===== src/rtl/gnc_pkg.sv =====
// ----------------------------------------------------------------------------
// gnc_pkg
// Shared constants and types of the 3x3 neighbour count block.
// ----------------------------------------------------------------------------
package gnc_pkg;

   // default sizing of the line history and the row counter
   localparam int MAX_WIDTH_DEF  = 32;
   localparam int MAX_HEIGHT_DEF = 1024;

   // the end-of-frame flush gives width + 2 results, so width tops out here
   localparam int WIDTH_CAP = 31;

   localparam int GRID_WIDTH_W    = 6;
   localparam int GRID_HEIGHT_W   = 11;
   localparam int GRID_WIDTH_RST  = 26;
   localparam int GRID_HEIGHT_RST = 10;

   localparam int NCOUNT_W   = 4;
   localparam int CSR_DATA_W = 11;

   typedef enum logic [0:0] {
      CSR_GRID_WIDTH  = 1'b0,
      CSR_GRID_HEIGHT = 1'b1
   } csr_index_type;

   typedef logic [NCOUNT_W-1:0]   ncount_type;
   typedef logic [CSR_DATA_W-1:0] csr_data_type;

endpackage


===== src/rtl/gnc_if.sv =====
// ----------------------------------------------------------------------------
// gnc interfaces
// Valid/ready channels for cell input, count results and register writes.
// ----------------------------------------------------------------------------
interface gnc_req_if;
   logic valid;
   logic ready;
   logic cell_bit;

   modport source (output valid, output cell_bit, input ready);
   modport sink   (input valid, input cell_bit, output ready);
endinterface

interface gnc_rsp_if;
   import gnc_pkg::*;
   logic       valid;
   logic       ready;
   ncount_type neighbour_count;
   logic       cell_value;
   logic       frame_last;

   modport source (output valid, output neighbour_count, output cell_value,
                   output frame_last, input ready);
   modport sink   (input valid, input neighbour_count, input cell_value,
                   input frame_last, output ready);
endinterface

interface gnc_csr_if;
   import gnc_pkg::*;
   logic          valid;
   logic          ready;
   csr_index_type index;
   csr_data_type  data;

   modport source (output valid, output index, output data, input ready);
   modport sink   (input valid, input index, input data, output ready);
endinterface


===== src/rtl/gnc_front.sv =====
// ----------------------------------------------------------------------------
// gnc_front
// Accepts cells, keeps the line history and raster position, and queues one
// job per result run: a single result, or the end-of-frame flush.
// ----------------------------------------------------------------------------
module gnc_front #(
   parameter int MAX_WIDTH  = gnc_pkg::MAX_WIDTH_DEF,
   parameter int MAX_HEIGHT = gnc_pkg::MAX_HEIGHT_DEF
) (
   input  logic clock,
   input  logic reset,
   gnc_req_if.sink req_chan,
   input  logic [$clog2(((MAX_WIDTH < gnc_pkg::WIDTH_CAP) ? MAX_WIDTH
                         : gnc_pkg::WIDTH_CAP) + 2)-1:0] eff_w,
   input  logic [$clog2(MAX_HEIGHT+1)-1:0] eff_h,
   input  logic job_full,
   output logic job_push,
   output logic [2*MAX_WIDTH+3+$clog2(MAX_HEIGHT)
                 +$clog2((MAX_WIDTH < gnc_pkg::WIDTH_CAP) ? MAX_WIDTH : gnc_pkg::WIDTH_CAP)
                 +$clog2(((MAX_WIDTH < gnc_pkg::WIDTH_CAP) ? MAX_WIDTH
                          : gnc_pkg::WIDTH_CAP) + 2)+1-1:0] job_data
);
   import gnc_pkg::*;

   localparam int W_CAP = (MAX_WIDTH < WIDTH_CAP) ? MAX_WIDTH : WIDTH_CAP;
   localparam int COL_W = $clog2(W_CAP);
   localparam int WV_W  = $clog2(W_CAP + 2);
   localparam int ROW_W = $clog2(MAX_HEIGHT);
   localparam int HIST  = 2 * MAX_WIDTH + 2;

   logic [HIST-1:0]  hist_ff, hist_in;
   logic [COL_W-1:0] col_ff, col_in;
   logic [ROW_W-1:0] row_ff, row_in;

   logic [COL_W-1:0] col_lim, col_c, job_rx;
   logic [ROW_W-1:0] row_lim, row_c, job_ry;
   logic [WV_W-1:0]  job_left;
   logic             at_last, has_rsp, accept;

   assign req_chan.ready = !job_full;
   assign accept         = req_chan.valid && req_chan.ready;

   assign col_lim = COL_W'(eff_w - WV_W'(1));
   assign row_lim = ROW_W'(eff_h - 1'b1);
   assign col_c   = (col_ff > col_lim) ? col_lim : col_ff;
   assign row_c   = (row_ff > row_lim) ? row_lim : row_ff;
   assign at_last = (row_c == row_lim) && (col_c == col_lim);
   assign has_rsp = (32'(row_c) >= 2) || ((32'(row_c) == 1) && (col_c != '0));

   always_comb begin
      if (at_last) begin
         // flush starts one row plus one cell back
         job_ry   = row_lim - ROW_W'(1);
         job_rx   = col_lim - COL_W'(1);
         job_left = eff_w + WV_W'(1);
      end else if (col_c != '0) begin
         job_ry   = row_c - ROW_W'(1);
         job_rx   = col_c - COL_W'(1);
         job_left = '0;
      end else begin
         job_ry   = row_c - ROW_W'(2);
         job_rx   = col_lim;
         job_left = '0;
      end
   end

   assign job_push = accept && (at_last || has_rsp);
   assign job_data = {hist_ff, req_chan.cell_bit, job_ry, job_rx, job_left, at_last};

   always_comb begin
      hist_in = hist_ff;
      col_in  = col_ff;
      row_in  = row_ff;
      if (accept) begin
         hist_in = {hist_ff[HIST-2:0], req_chan.cell_bit};
         if (at_last) begin
            col_in = '0;
            row_in = '0;
         end else if (col_c >= col_lim) begin
            col_in = '0;
            row_in = row_c + ROW_W'(1);
         end else begin
            col_in = col_c + COL_W'(1);
            row_in = row_c;
         end
      end
   end

   always_ff @(posedge clock) begin
      if (reset) begin
         hist_ff <= '0;
         col_ff  <= '0;
         row_ff  <= '0;
      end else begin
         hist_ff <= hist_in;
         col_ff  <= col_in;
         row_ff  <= row_in;
      end
   end

endmodule


===== src/rtl/gnc_fifo.sv =====
// ----------------------------------------------------------------------------
// gnc_fifo
// Short show-ahead job queue between the front and the back.
// ----------------------------------------------------------------------------
module gnc_fifo #(
   parameter int WIDTH = 8,
   parameter int DEPTH = 2
) (
   input  logic             clock,
   input  logic             reset,
   input  logic             push,
   input  logic [WIDTH-1:0] push_data,
   output logic             full,
   input  logic             pop,
   output logic [WIDTH-1:0] pop_data,
   output logic             empty
);
   import gnc_pkg::*;

   localparam int PTR_W = (DEPTH > 1) ? $clog2(DEPTH) : 1;
   localparam int CNT_W = $clog2(DEPTH + 1);

   logic [WIDTH-1:0] mem [DEPTH];
   logic [PTR_W-1:0] wr_ptr_ff, wr_ptr_in, rd_ptr_ff, rd_ptr_in;
   logic [CNT_W-1:0] fill_ff, fill_in;

   assign full     = (fill_ff == CNT_W'(DEPTH));
   assign empty    = (fill_ff == '0);
   assign pop_data = mem[rd_ptr_ff];

   always_comb begin
      wr_ptr_in = wr_ptr_ff;
      rd_ptr_in = rd_ptr_ff;
      fill_in   = fill_ff;
      if (push) begin
         wr_ptr_in = (wr_ptr_ff == PTR_W'(DEPTH - 1)) ? '0 : wr_ptr_ff + PTR_W'(1);
      end
      if (pop) begin
         rd_ptr_in = (rd_ptr_ff == PTR_W'(DEPTH - 1)) ? '0 : rd_ptr_ff + PTR_W'(1);
      end
      if (push && !pop) begin
         fill_in = fill_ff + CNT_W'(1);
      end else if (pop && !push) begin
         fill_in = fill_ff - CNT_W'(1);
      end
   end

   always_ff @(posedge clock) begin
      if (reset) begin
         wr_ptr_ff <= '0;
         rd_ptr_ff <= '0;
         fill_ff   <= '0;
      end else begin
         wr_ptr_ff <= wr_ptr_in;
         rd_ptr_ff <= rd_ptr_in;
         fill_ff   <= fill_in;
      end
   end

   always_ff @(posedge clock) begin
      if (push) begin
         mem[wr_ptr_ff] <= push_data;
      end
   end

   assert property (@(posedge clock) disable iff (reset) push |-> !full)
      else $error("gnc_fifo: push while full");
   assert property (@(posedge clock) disable iff (reset) pop |-> !empty)
      else $error("gnc_fifo: pop while empty");
   assert property (@(posedge clock) disable iff (reset) fill_ff <= CNT_W'(DEPTH))
      else $error("gnc_fifo: fill level above depth");

endmodule


===== src/rtl/gnc_back.sv =====
// ----------------------------------------------------------------------------
// gnc_back
// Takes queued jobs and, unless rsp_chan stalls, makes one count result per
// cycle from a frozen window of the cell history, stepping it for a flush.
// ----------------------------------------------------------------------------
module gnc_back #(
   parameter int MAX_WIDTH  = gnc_pkg::MAX_WIDTH_DEF,
   parameter int MAX_HEIGHT = gnc_pkg::MAX_HEIGHT_DEF
) (
   input  logic clock,
   input  logic reset,
   input  logic [$clog2(((MAX_WIDTH < gnc_pkg::WIDTH_CAP) ? MAX_WIDTH
                         : gnc_pkg::WIDTH_CAP) + 2)-1:0] eff_w,
   input  logic [$clog2(MAX_HEIGHT+1)-1:0] eff_h,
   input  logic job_empty,
   output logic job_pop,
   input  logic [2*MAX_WIDTH+3+$clog2(MAX_HEIGHT)
                 +$clog2((MAX_WIDTH < gnc_pkg::WIDTH_CAP) ? MAX_WIDTH : gnc_pkg::WIDTH_CAP)
                 +$clog2(((MAX_WIDTH < gnc_pkg::WIDTH_CAP) ? MAX_WIDTH
                          : gnc_pkg::WIDTH_CAP) + 2)+1-1:0] job_data,
   gnc_rsp_if.source rsp_chan
);
   import gnc_pkg::*;

   localparam int W_CAP = (MAX_WIDTH < WIDTH_CAP) ? MAX_WIDTH : WIDTH_CAP;
   localparam int COL_W = $clog2(W_CAP);
   localparam int WV_W  = $clog2(W_CAP + 2);
   localparam int ROW_W = $clog2(MAX_HEIGHT);
   localparam int HV_W  = $clog2(MAX_HEIGHT + 1);
   localparam int WIN_W = 2 * MAX_WIDTH + 3;
   localparam int IDX_W = $clog2(WIN_W);

   // window bit d holds the cell d places before the newest one
   logic [WIN_W-1:0] win_ff, win_in, job_win;
   logic [ROW_W-1:0] ry_ff, ry_in, job_ry;
   logic [COL_W-1:0] rx_ff, rx_in, job_rx, col_lim;
   logic [WV_W-1:0]  left_ff, left_in, job_left;
   logic             last_ff, last_in, job_last;
   logic             busy_ff, busy_in;

   logic             rsp_valid_ff, rsp_valid_in;
   ncount_type       count_ff, count;
   logic             cell_ff, last_out_ff;

   logic [IDX_W-1:0] d_w, d_w1, d_w2, d_2w, d_2w1, d_2w2;
   logic             up_ok, dn_ok, lf_ok, rt_ok;
   logic [7:0]       nb;
   logic             out_free, fire, done;

   assign {job_win, job_ry, job_rx, job_left, job_last} = job_data;

   assign col_lim = COL_W'(eff_w - WV_W'(1));

   // tap offsets follow the row width
   assign d_w   = IDX_W'(eff_w);
   assign d_w1  = d_w + IDX_W'(1);
   assign d_w2  = d_w + IDX_W'(2);
   assign d_2w  = {d_w[IDX_W-2:0], 1'b0};
   assign d_2w1 = d_2w + IDX_W'(1);
   assign d_2w2 = d_2w + IDX_W'(2);

   assign up_ok = (ry_ff != '0);
   assign dn_ok = (HV_W'(ry_ff) + HV_W'(1)) < eff_h;
   assign lf_ok = (rx_ff != '0);
   assign rt_ok = (WV_W'(rx_ff) + WV_W'(1)) < eff_w;

   assign nb[0] = win_ff[d_2w2] && up_ok && lf_ok;
   assign nb[1] = win_ff[d_2w1] && up_ok;
   assign nb[2] = win_ff[d_2w]  && up_ok && rt_ok;
   assign nb[3] = win_ff[d_w2]  && lf_ok;
   assign nb[4] = win_ff[d_w]   && rt_ok;
   assign nb[5] = win_ff[2]     && dn_ok && lf_ok;
   assign nb[6] = win_ff[1]     && dn_ok;
   assign nb[7] = win_ff[0]     && dn_ok && rt_ok;

   always_comb begin
      count = '0;
      for (int i = 0; i < 8; i++) begin
         count = count + NCOUNT_W'(nb[i]);
      end
   end

   assign out_free = !rsp_valid_ff || rsp_chan.ready;
   assign fire     = busy_ff && out_free;
   assign done     = fire && (left_ff == '0);
   assign job_pop  = !job_empty && (!busy_ff || done);

   always_comb begin
      win_in  = win_ff;
      ry_in   = ry_ff;
      rx_in   = rx_ff;
      left_in = left_ff;
      last_in = last_ff;
      busy_in = busy_ff;
      if (job_pop) begin
         win_in  = job_win;
         ry_in   = job_ry;
         rx_in   = job_rx;
         left_in = job_left;
         last_in = job_last;
         busy_in = 1'b1;
      end else if (done) begin
         busy_in = 1'b0;
      end else if (fire) begin
         // advance to the next cell of the flush
         win_in  = {win_ff[WIN_W-2:0], 1'b0};
         left_in = left_ff - WV_W'(1);
         if (rx_ff == col_lim) begin
            rx_in = '0;
            ry_in = ry_ff + ROW_W'(1);
         end else begin
            rx_in = rx_ff + COL_W'(1);
         end
      end
   end

   always_comb begin
      rsp_valid_in = rsp_valid_ff;
      if (fire) begin
         rsp_valid_in = 1'b1;
      end else if (rsp_chan.ready) begin
         rsp_valid_in = 1'b0;
      end
   end

   always_ff @(posedge clock) begin
      if (reset) begin
         busy_ff      <= 1'b0;
         rsp_valid_ff <= 1'b0;
      end else begin
         busy_ff      <= busy_in;
         rsp_valid_ff <= rsp_valid_in;
      end
   end

   always_ff @(posedge clock) begin
      win_ff  <= win_in;
      ry_ff   <= ry_in;
      rx_ff   <= rx_in;
      left_ff <= left_in;
      last_ff <= last_in;
      if (fire) begin
         count_ff    <= count;
         cell_ff     <= win_ff[d_w1];
         last_out_ff <= last_ff && (left_ff == '0);
      end
   end

   assign rsp_chan.valid           = rsp_valid_ff;
   assign rsp_chan.neighbour_count = count_ff;
   assign rsp_chan.cell_value      = cell_ff;
   assign rsp_chan.frame_last      = last_out_ff;

   assert property (@(posedge clock) disable iff (reset) job_pop |-> !job_empty)
      else $error("gnc_back: job taken from an empty queue");
   assert property (@(posedge clock) disable iff (reset)
                    rsp_valid_ff |-> (count_ff <= NCOUNT_W'(8)))
      else $error("gnc_back: neighbour count above eight");
   assert property (@(posedge clock) disable iff (reset)
                    (fire && (left_ff != '0)) |=> busy_ff)
      else $error("gnc_back: flush dropped before its last result");
   assert property (@(posedge clock) disable iff (reset)
                    (rsp_valid_ff && !rsp_chan.ready) |-> !fire)
      else $error("gnc_back: result overwritten while stalled");

endmodule


===== src/rtl/grid_neighbour_count_3x3_core.sv =====
// ----------------------------------------------------------------------------
// grid_neighbour_count_3x3_core
// Counts set cells in the 3x3 neighbourhood of every cell of a binary grid.
// ----------------------------------------------------------------------------
// Cells enter on req_chan, one bit per item, in raster order. Each result on
// rsp_chan carries the number of set neighbours (0..8), the cell's own bit,
// and frame_last on the result for the final cell of the frame. Cells
// outside the grid count as clear.
// Results trail the input by one row plus one cell: the result for a cell
// is made when the cell one row and one cell later is accepted, and then
// passes through the job queue and the result registers to rsp_chan. The
// last cell of a frame releases the remaining width + 2 results, one per
// cycle while rsp_chan is not stalled. Throughput is one item per cycle;
// input is held off only once the two-entry job queue fills behind the
// end-of-frame flush or a stalled rsp_chan.
// csr_chan writes grid_width (index 0) and grid_height (index 1); write
// them only between items with no result pending. Width is held to
// 2..min(MAX_WIDTH, 31), height to 2..MAX_HEIGHT.
// Reset clears the history, the raster position and the queue, and loads
// width 26 and height 10. A stalled rsp_chan holds its result steady.
// ----------------------------------------------------------------------------
module grid_neighbour_count_3x3_core #(
   parameter int MAX_WIDTH  = gnc_pkg::MAX_WIDTH_DEF,
   parameter int MAX_HEIGHT = gnc_pkg::MAX_HEIGHT_DEF
) (
   input  logic clock,
   input  logic reset,
   gnc_req_if.sink   req_chan,
   gnc_rsp_if.source rsp_chan,
   gnc_csr_if.sink   csr_chan
);
   import gnc_pkg::*;

   localparam int W_CAP = (MAX_WIDTH < WIDTH_CAP) ? MAX_WIDTH : WIDTH_CAP;
   localparam int COL_W = $clog2(W_CAP);
   localparam int WV_W  = $clog2(W_CAP + 2);
   localparam int ROW_W = $clog2(MAX_HEIGHT);
   localparam int HV_W  = $clog2(MAX_HEIGHT + 1);
   localparam int JOB_W = 2 * MAX_WIDTH + 3 + ROW_W + COL_W + WV_W + 1;

   logic [GRID_WIDTH_W-1:0]  grid_width_ff, grid_width_in;
   logic [GRID_HEIGHT_W-1:0] grid_height_ff, grid_height_in;
   logic [WV_W-1:0]          eff_w;
   logic [HV_W-1:0]          eff_h;

   logic             push, full, pop, empty;
   logic [JOB_W-1:0] push_data, pop_data;

   assign csr_chan.ready = 1'b1;

   always_comb begin
      grid_width_in  = grid_width_ff;
      grid_height_in = grid_height_ff;
      if (csr_chan.valid) begin
         unique case (csr_chan.index)
            CSR_GRID_WIDTH:  grid_width_in  = csr_chan.data[GRID_WIDTH_W-1:0];
            CSR_GRID_HEIGHT: grid_height_in = csr_chan.data[GRID_HEIGHT_W-1:0];
         endcase
      end
   end

   always_ff @(posedge clock) begin
      if (reset) begin
         grid_width_ff  <= GRID_WIDTH_W'(GRID_WIDTH_RST);
         grid_height_ff <= GRID_HEIGHT_W'(GRID_HEIGHT_RST);
      end else begin
         grid_width_ff  <= grid_width_in;
         grid_height_ff <= grid_height_in;
      end
   end

   // clamp the registers to the supported frame size
   always_comb begin
      if (32'(grid_width_ff) < 2) begin
         eff_w = WV_W'(2);
      end else if (32'(grid_width_ff) > W_CAP) begin
         eff_w = WV_W'(W_CAP);
      end else begin
         eff_w = WV_W'(grid_width_ff);
      end
      if (32'(grid_height_ff) < 2) begin
         eff_h = HV_W'(2);
      end else if (32'(grid_height_ff) > MAX_HEIGHT) begin
         eff_h = HV_W'(MAX_HEIGHT);
      end else begin
         eff_h = HV_W'(grid_height_ff);
      end
   end

   gnc_front #(
      .MAX_WIDTH  (MAX_WIDTH),
      .MAX_HEIGHT (MAX_HEIGHT)
   ) u_front (
      .clock    (clock),
      .reset    (reset),
      .req_chan (req_chan),
      .eff_w    (eff_w),
      .eff_h    (eff_h),
      .job_full (full),
      .job_push (push),
      .job_data (push_data)
   );

   gnc_fifo #(
      .WIDTH (JOB_W),
      .DEPTH (2)
   ) u_fifo (
      .clock     (clock),
      .reset     (reset),
      .push      (push),
      .push_data (push_data),
      .full      (full),
      .pop       (pop),
      .pop_data  (pop_data),
      .empty     (empty)
   );

   gnc_back #(
      .MAX_WIDTH  (MAX_WIDTH),
      .MAX_HEIGHT (MAX_HEIGHT)
   ) u_back (
      .clock     (clock),
      .reset     (reset),
      .eff_w     (eff_w),
      .eff_h     (eff_h),
      .job_empty (empty),
      .job_pop   (pop),
      .job_data  (pop_data),
      .rsp_chan  (rsp_chan)
   );

endmodule


===== src/flat_wrapper.sv =====
// flat-port wrapper written by rule: the top's interface ports become plain ports
module grid_neighbour_count_3x3_core_flat import gnc_pkg::*;
#(
   parameter int MAX_WIDTH  = gnc_pkg::MAX_WIDTH_DEF,
   parameter int MAX_HEIGHT = gnc_pkg::MAX_HEIGHT_DEF
)
  (clock, reset, req_chan_valid, req_chan_cell_bit, req_chan_ready, rsp_chan_valid, rsp_chan_neighbour_count, rsp_chan_cell_value, rsp_chan_frame_last, rsp_chan_ready, csr_chan_valid, csr_chan_index, csr_chan_data, csr_chan_ready);
  gnc_req_if req_chan_i ();
  gnc_rsp_if rsp_chan_i ();
  gnc_csr_if csr_chan_i ();
  input  logic clock;
  input  logic reset;
  input wire logic [$bits(req_chan_i.valid)-1:0] req_chan_valid;
  input wire logic [$bits(req_chan_i.cell_bit)-1:0] req_chan_cell_bit;
  output wire logic [$bits(req_chan_i.ready)-1:0] req_chan_ready;
  output wire logic [$bits(rsp_chan_i.valid)-1:0] rsp_chan_valid;
  output wire logic [$bits(rsp_chan_i.neighbour_count)-1:0] rsp_chan_neighbour_count;
  output wire logic [$bits(rsp_chan_i.cell_value)-1:0] rsp_chan_cell_value;
  output wire logic [$bits(rsp_chan_i.frame_last)-1:0] rsp_chan_frame_last;
  input wire logic [$bits(rsp_chan_i.ready)-1:0] rsp_chan_ready;
  input wire logic [$bits(csr_chan_i.valid)-1:0] csr_chan_valid;
  input wire logic [$bits(csr_chan_i.index)-1:0] csr_chan_index;
  input wire logic [$bits(csr_chan_i.data)-1:0] csr_chan_data;
  output wire logic [$bits(csr_chan_i.ready)-1:0] csr_chan_ready;
  assign req_chan_i.valid = req_chan_valid;
  assign req_chan_i.cell_bit = req_chan_cell_bit;
  assign req_chan_ready = req_chan_i.ready;
  assign rsp_chan_valid = rsp_chan_i.valid;
  assign rsp_chan_neighbour_count = rsp_chan_i.neighbour_count;
  assign rsp_chan_cell_value = rsp_chan_i.cell_value;
  assign rsp_chan_frame_last = rsp_chan_i.frame_last;
  assign rsp_chan_i.ready = rsp_chan_ready;
  assign csr_chan_i.valid = csr_chan_valid;
  assign csr_chan_i.index = csr_chan_index;
  assign csr_chan_i.data = csr_chan_data;
  assign csr_chan_ready = csr_chan_i.ready;
  grid_neighbour_count_3x3_core #(.MAX_WIDTH(MAX_WIDTH), .MAX_HEIGHT(MAX_HEIGHT)) u_core (.clock(clock), .reset(reset), .req_chan(req_chan_i), .rsp_chan(rsp_chan_i), .csr_chan(csr_chan_i));
endmodule

===== config.mk =====
export PLATFORM = sky130hd
export DESIGN_NAME = grid_neighbour_count_3x3_core_flat
export DESIGN_NICKNAME = d
export VERILOG_FILES = /design/src/rtl/gnc_pkg.sv /design/src/rtl/gnc_if.sv /design/src/rtl/gnc_front.sv /design/src/rtl/gnc_fifo.sv /design/src/rtl/gnc_back.sv /design/src/rtl/grid_neighbour_count_3x3_core.sv /design/src/flat_wrapper.sv
export SDC_FILE = /design/constraint.sdc
export NUM_CORES = 1
export LEC_CHECK = 0
export ABC_AREA = 1
export BUFFER_PORTS_ARGS = -buffer_cell sky130_fd_sc_hd__buf_2
export CAP_MARGIN = 10
export CORE_MARGIN = 8
export CORE_UTILIZATION = 47
export CTS_CLUSTER_SIZE = 10
export DETAILED_ROUTE_END_ITERATION = 12
export GPL_TIMING_DRIVEN = 0
export PLACE_DENSITY_LB_ADDON = 0.1
export SLEW_MARGIN = 20
export SYNTH_ARGS = -nofsm -noshare
export SYNTH_HDL_FRONTEND = slang
export SYNTH_SLANG_ARGS = --single-unit
export TNS_END_PERCENT = 20

===== constraint.sdc =====
create_clock -name clock -period 13.5 [get_ports clock]
set_input_delay 1.35 -clock clock [delete_from_list [all_inputs] [get_ports clock]]
set_output_delay 1.35 -clock clock [all_outputs]
set_load 0.1 [all_outputs]

; After elaboration in Yosys (flattened, before gate mapping)
; Memory sizes are Yosys's and may differ from the RTL's. A register that Yosys moved wholly into a read port is not among the register bits.
; Cells that the tools add are included.
[op_classes]
addsub = 30
n_lt_le_gt_ge = 16
n_eq_ne = 6
mux = 53
n_bitwise = 1
n_reduce_logical = 46
[op_table]
columns = op, n
row1 = 67-bit 2-to-1 mux, 3
row2 = 10-bit 2-to-1 mux, 9
row3 = 5-bit 2-to-1 mux, 9
row4 = 7-bit by 8-bit less-than comparator with 1-bit output (second input constant), 5
row5 = 6-bit 2-to-1 mux, 6
row6 = 10-bit by 1-bit subtractor with 10-bit output (second input constant), 3
row7 = 1-bit binary-select mux with 7-bit select, 4
row8 = 1-bit logical AND, 22
row9 = 11-bit 2-to-1 mux, 2
row10 = 10-bit by 1-bit adder with 10-bit output (second input constant), 2
row11 = 4-bit by 1-bit adder with 4-bit output, 4
row12 = 1-bit 2-to-1 mux, 16
row13 = 5-bit by 1-bit subtractor with 5-bit output (second input constant), 3
row14 = 1-bit binary-select mux with 6-bit select, 2
row15 = 10-bit by 1-bit adder with 11-bit output (second input constant), 1
row16 = 11-bit greater-than comparator (second input constant), 1
row17 = 11-bit less-than comparator, 1
row18 = 11-bit by 2-bit less-than comparator with 1-bit output (second input constant), 1
row19 = 5-bit by 1-bit adder with 5-bit output (second input constant), 2
row20 = 10-bit by 1-bit equality test with 1-bit output (second input constant), 1
row21 = 10-bit equality test, 1
row22 = 5-bit equality test, 2
row23 = 10-bit by 2-bit greater-or-equal comparator with 1-bit output (second input constant), 1
row24 = 10-bit greater-than comparator, 1
row25 = other kinds (33), 50
[word_totals]
reg_bits = 199
mem_bits_rw = 178
in_bits = 18
out_inout_bits = 9
elab_cells = 171
n_memories = 1
[memory_table]
columns = name, depth, width, rd, rd_clocked_by_memory_dff, write_ports, line_no
row1 = u_core.u_fifo.mem, 2, 89, 1, 1, 1, gnc_fifo.sv:23  ; logic [WIDTH-1:0] mem [DEPTH];

; Depth between registers and ports, before layout
[logic_depth]
depth_word = 15
mapped_depth = 43
depth_no_buf = 39

; Hierarchy
; Synthesis repeated with hierarchy kept, for this count alone.
[unflattened]
hier_cells = 2289
area_unflattened_um2 = 20487.1
[modules_own_cells]
columns = mod, instances, cells_per_inst, area_per_inst_um2, seq_area_each_um2
row1 = gnc_back, 1, 1097, 7790.0, 2892.8
row2 = gnc_fifo, 1, 310, 6680.2, 5445.2
row3 = gnc_front, 1, 770, 5210.0, 1621.6
row4 = grid_neighbour_count_3x3_core, 1, 112, 807.0, 340.3

; Worst setup path after synthesis
; No wires, ideal clock.
[synth_timing]
path_kind = reg-to-reg
from = reg u_core.grid_width_ff[5]
to = mem u_core.u_fifo.mem[0][0] (netlist name), enable pin
setup_ns = 0.537
arrival_ns = 8.491
required_time_ns = 12.963
path_slack_ns = 4.472
path_stages_with_launch = 36
n_path_buf = 5
period_less_slack_ns = 9.028
path_cell_list = dfxtp_1 > buf_6 > nor2_8 > nand3_2 > nand3_1 > inv_1 > clkbuf_1 > buf_1 > ha_1 > inv_1 > o21ai_2 > clkinv_1 > nand2_1 > and2_1 > buf_2 > inv_1 > ha_1 > nand2_1 > nor2_1 > nand2_1 > o211ai_1 > nand2_1 > o21ai_4 > inv_1 > ha_1 > nand2_1 > nor2_1 > nand3_1 > a21oi_1 > nand2_1 > nor2_1 > nand3_2 > buf_6 > nand3_1 > nand2_1 > nor2_1
[synth_between]
elab_chain_len = 13
elab_cells_between_ends = 16
cone_classes = add/sub (1) / order compare (3) / eq/ne (1) / mux (5) / reduce/logical (6)
[synth_rtl]
columns = item, line_no
row1 = from (decl), grid_neighbour_count_3x3_core.sv:41  ; logic [GRID_WIDTH_W-1:0] grid_width_ff, grid_width_in;
row2 = from (signal assigned), grid_neighbour_count_3x3_core.sv:64  ; grid_width_ff <= GRID_WIDTH_W'(GRID_WIDTH_RST);
row3 = from (signal assigned), grid_neighbour_count_3x3_core.sv:67  ; grid_width_ff <= grid_width_in;
row4 = 6-bit by 5-bit greater-than comparator with 1-bit output, grid_neighbour_count_3x3_core.sv:76  ; end else if (32'(grid_width_ff) > W_CAP) begin
row5 = 6-bit 2-to-1 mux, grid_neighbour_count_3x3_core.sv:76
row6 = 6-bit 2-to-1 mux *, grid_neighbour_count_3x3_core.sv:74  ; if (32'(grid_width_ff) < 2) begin
row7 = 5-bit by 1-bit subtractor with 5-bit output *, gnc_front.sv:43  ; assign col_lim = COL_W'(eff_w - WV_W'(1));
row8 = 5-bit greater-than comparator, gnc_front.sv:45  ; assign col_c = (col_ff > col_lim) ? col_lim : col_ff;
row9 = 5-bit 2-to-1 mux, gnc_front.sv:45
row10 = 5-bit nonzero test, gnc_front.sv:48  ; assign has_rsp = (32'(row_c) >= 2) || ((32'(row_c) == 1) && (col_c != '0));
row11 = 1-bit logical AND, gnc_front.sv:48
row12 = 1-bit logical OR, gnc_front.sv:48
row13 = 1-bit logical OR *, gnc_front.sv:67  ; assign job_push = accept && (at_last || has_rsp);
row14 = 1-bit logical AND *, gnc_front.sv:67
row15 = 1-bit 2-to-1 mux *, gnc_fifo.sv:61  ; if (push) begin
row16 = 1-bit 2-to-1 mux (not written as such) *, gnc_fifo.sv:62  ; mem[wr_ptr_ff] <= push_data;
row17 = to (decl), gnc_fifo.sv:23
; Every way passes the cells marked *; elsewhere a longest branch is shown, timed or not.

; Worst setup path in the final report
[layout_timing]
from = reg u_core.grid_width_ff[5]
to = mem u_core.u_fifo.mem[1][71] (netlist name), enable pin
; The elaborated chain is that of the path after synthesis.

==> results.cfg <==
[detailed_routing]
via_per_inst = 5.68
wirelength_um = 54900
vias = 15800
drtIter0Drc = 1460
wire_per_inst_um = 19.8
ant_nets = 0
drc = 0
first_pass_iters = 7

[yosys]
synth_area_leaders = edfxtp_1, dfxtp_1, nand2_1, nor2_1, o21ai_0
yosysMostFrequentCell = nand2_1
synthDistinctLibCells = 58
postSynthCellCount = 2134
ys_ff_latch = 378
synth_common_cells = nand2_1, nor2_1, edfxtp_1
synth_enable_flop_cells = 273
yosysTopAreaCell = edfxtp_1
seq_area_frac_synth = 0.538
ys_warn_count = 0
synth_area_per_cell_sq_um = 8.96
synthFlopType = edfxtp_1
synth_top_area_share = 0.429
synth_area_sq_um = 19100
async_flop_share = 0

[setup_path]
worstPathMaxFanout = 49
worst-endpoint-required_ps = 13720
reg2reg_setup_slack_ps = 5540
worst_path_most_repeated_cell = nand2_1
r2r.worst_path.cells = 36
r2r-end = u_core.u_fifo.mem[1][71]$_DFFE_PP_
critPathKind = flop to flop
worst_setup_path_start_kind = flop
end_kind = flop
crit_path_top_delay_cell = buf_1
cp.arrival_ps = 8180
crit_family = buffers and inverters
critPathMaxStageDelay_ps = 770
critPathBufInv = 12
reg2reg_from = u_core.grid_width_ff[5]$_SDFFE_PP0P_

[min_path]
min_from = u_core.u_fifo.rd_ptr_ff$_SDFFE_PP0P_
hold_path.class = flop to flop
hold_depth = 1

[global_route]
first_global_vias = 15200
antenna_found_initial = 1
track_usage = 0.230
grt_pass1_wl_um = 85800
overflow = 0
grt_max_degree = 50

[cts]
clk_latency_ps = 570
cts_root_buf = clkbuf_16
cts.sinks = 378
cts_tree = done
clk_pin_slew_worst_paths_ps = 50
cts_resized = 0
hold_buffers = 0
numCtsBuffers = 45
clock_path_buffers = 3
h-tree-depth = 2
cts_setup_buffers = 0

[die]
die_h_um = 218
rows = 74
ioPinCount = 27
die_area_sq_um = 47400
die_w_um = 218
initial_core_util = 0.473
core_sq_um = 40500

[finish]
drive_above_1_share = 0.0789
instances_no_fill = 2775
final_area_sq_um = 21400
synthToLayoutAreaGrowth_pct = 12.0
fin_nets = 2294
antenna_cells = 0
fin_util = 0.529

[pwr]
ir_worst_vdd_mv = 0.132
p_sw_mw = 1.90
power_frac_clock = 0.232
p_int_mw = 2.89
fin_total_pwr_mw = 4.79
switching_share = 0.396
p_seq_frac = 0.392
combPwrFrac = 0.376
power_density_nw_per_um2 = 224
p_leak_nw = 8.36

[sta]
layout_min_cycle_time_ps = 7960
rsz0062_at_grt = false
setup_viol = 0
hold_violations = 0
timing.fmax_mhz = 126
fin_ws_ps = 5540
min_period_over_period = 0.589
slew_violations = 0
slew_headroom = 0.245
whs_ps = 469
final.setup.tns_ps = 0
finClkSkew_ps = 23.2
tightest_slew_ps = 1120

[placement]
io_buffers = 24
placed_area_sq_um = 20100
place_inst = 2697
dp.final_hpwl_um = 39500
gp_congestion = 0.960
dp_slack_ps = 5620

[outcome]
status = completed

[job]
cap_violations = 0
==> cell usage in the layout (no fill, tap or decap), drive strengths merged, types with 41 or more instances in the layout <==
master | netlist | routed
ha | 60 | 60
o211ai | 41 | 41
a21oi | 72 | 72
dfxtp | 105 | 105
nand3 | 137 | 137
inv | 153 | 154
edfxtp | 273 | 273
buf | 13 | 43
a31oi | 99 | 99
nand2 | 424 | 424
o21ai | 180 | 180
nor2 | 328 | 328
clkbuf | 91 | 163
==> sequential cells by signal, indices dropped and copies added (netlist names), 4 cells and up, named ones only <==
| signal | flops |
|---|---|
| u_core.u_back.ry_ff | 10 |
| u_core.u_back.rx_ff | 5 |
| u_core.u_front.col_ff | 5 |
| u_core.grid_width_ff | 6 |
| u_core.grid_height_ff | 11 |
| u_core.u_back.win_ff | 67 |
| u_core.u_back.rsp_chan.neighbour_count | 4 |
| u_core.u_back.left_ff | 6 |
| u_core.u_fifo.mem | 178 |
| u_core.u_front.hist_ff | 66 |
| u_core.u_front.row_ff | 10 |
==> power groups by stage <==
stage / logic (mW) / clock network [mW] / registers (mW)
4_1_cts: 1.79 / 1.13 / 1.88
5_1_grt: 2.00 / 1.18 / 1.91
2_1_floorplan: 1.17 / 0 / 1.90
3_3_place_gp: 1.71 / 0 / 1.93
3_5_place_dp: 1.78 / 0 / 1.89
6_report: 1.80 / 1.11 / 1.88
==> logic make-up after synthesis <==
kind of cell	after synthesis	share of synthesized area
and+or+nand+nor	959	0.213
AOI/OAI and AO/OA	431	0.133
DFF	378	0.538
buffers and inverters	263	0.0545
adders and majority gates	64	0.0434
xor gates and xnor gates	38	0.0178
other	1	0.000196
==> worst reg2reg max path: cells and delay by family (launching register included) <==
kind	cells	cell delay, ps
buf+inv	12	3100
simple gates	17	2490
fa+ha+maj	3	850
compound gates	4	780
flops	1	320
==> worst max-delay path by stage <==
stage	start	endpoint	slack [ps]	cells after the start
floorplan	u_core.grid_width_ff[5]$_SDFFE_PP0P_	u_core.u_fifo.mem[0][0]$_DFFE_PP_	4470	35
global placement	u_core.grid_width_ff[5]$_SDFFE_PP0P_	u_core.u_fifo.mem[0][63]$_DFFE_PP_	220	31
detailed placement	u_core.grid_width_ff[5]$_SDFFE_PP0P_	u_core.u_fifo.mem[1][64]$_DFFE_PP_	5620	32
CTS	u_core.grid_width_ff[5]$_SDFFE_PP0P_	u_core.u_fifo.mem[1][70]$_DFFE_PP_	5570	32
global route	u_core.grid_width_ff[5]$_SDFFE_PP0P_	u_core.u_fifo.mem[1][71]$_DFFE_PP_	4960	36
finish	u_core.grid_width_ff[5]$_SDFFE_PP0P_	u_core.u_fifo.mem[1][71]$_DFFE_PP_	5540	36
==> cell type report <==
| class | count | area (sq um) |
|---|---|---|
| repair buffers | 30 | 263 |
| fillers | 3750 | 19000 |
| multi-input cells | 1494 | 7800 |
| flip-flops and latches | 378 | 10300 |
| well taps | 532 | 666 |
| clock inverters | 6 | 81.3 |
| plain buffers | 104 | 442 |
| inverters | 159 | 606 |
| clock buffers | 72 | 1260 |
==> metal layers <==
layer	share of wire	GRT usage	up-vias
li1	-	-	7514
met1	0.46	0.325	7565
met2	0.44	0.358	564
met3	0.073	0.0379	111
met4	0.029	0.0719	0
met5	0	0	-
Power figures use the tool's default switching activity.
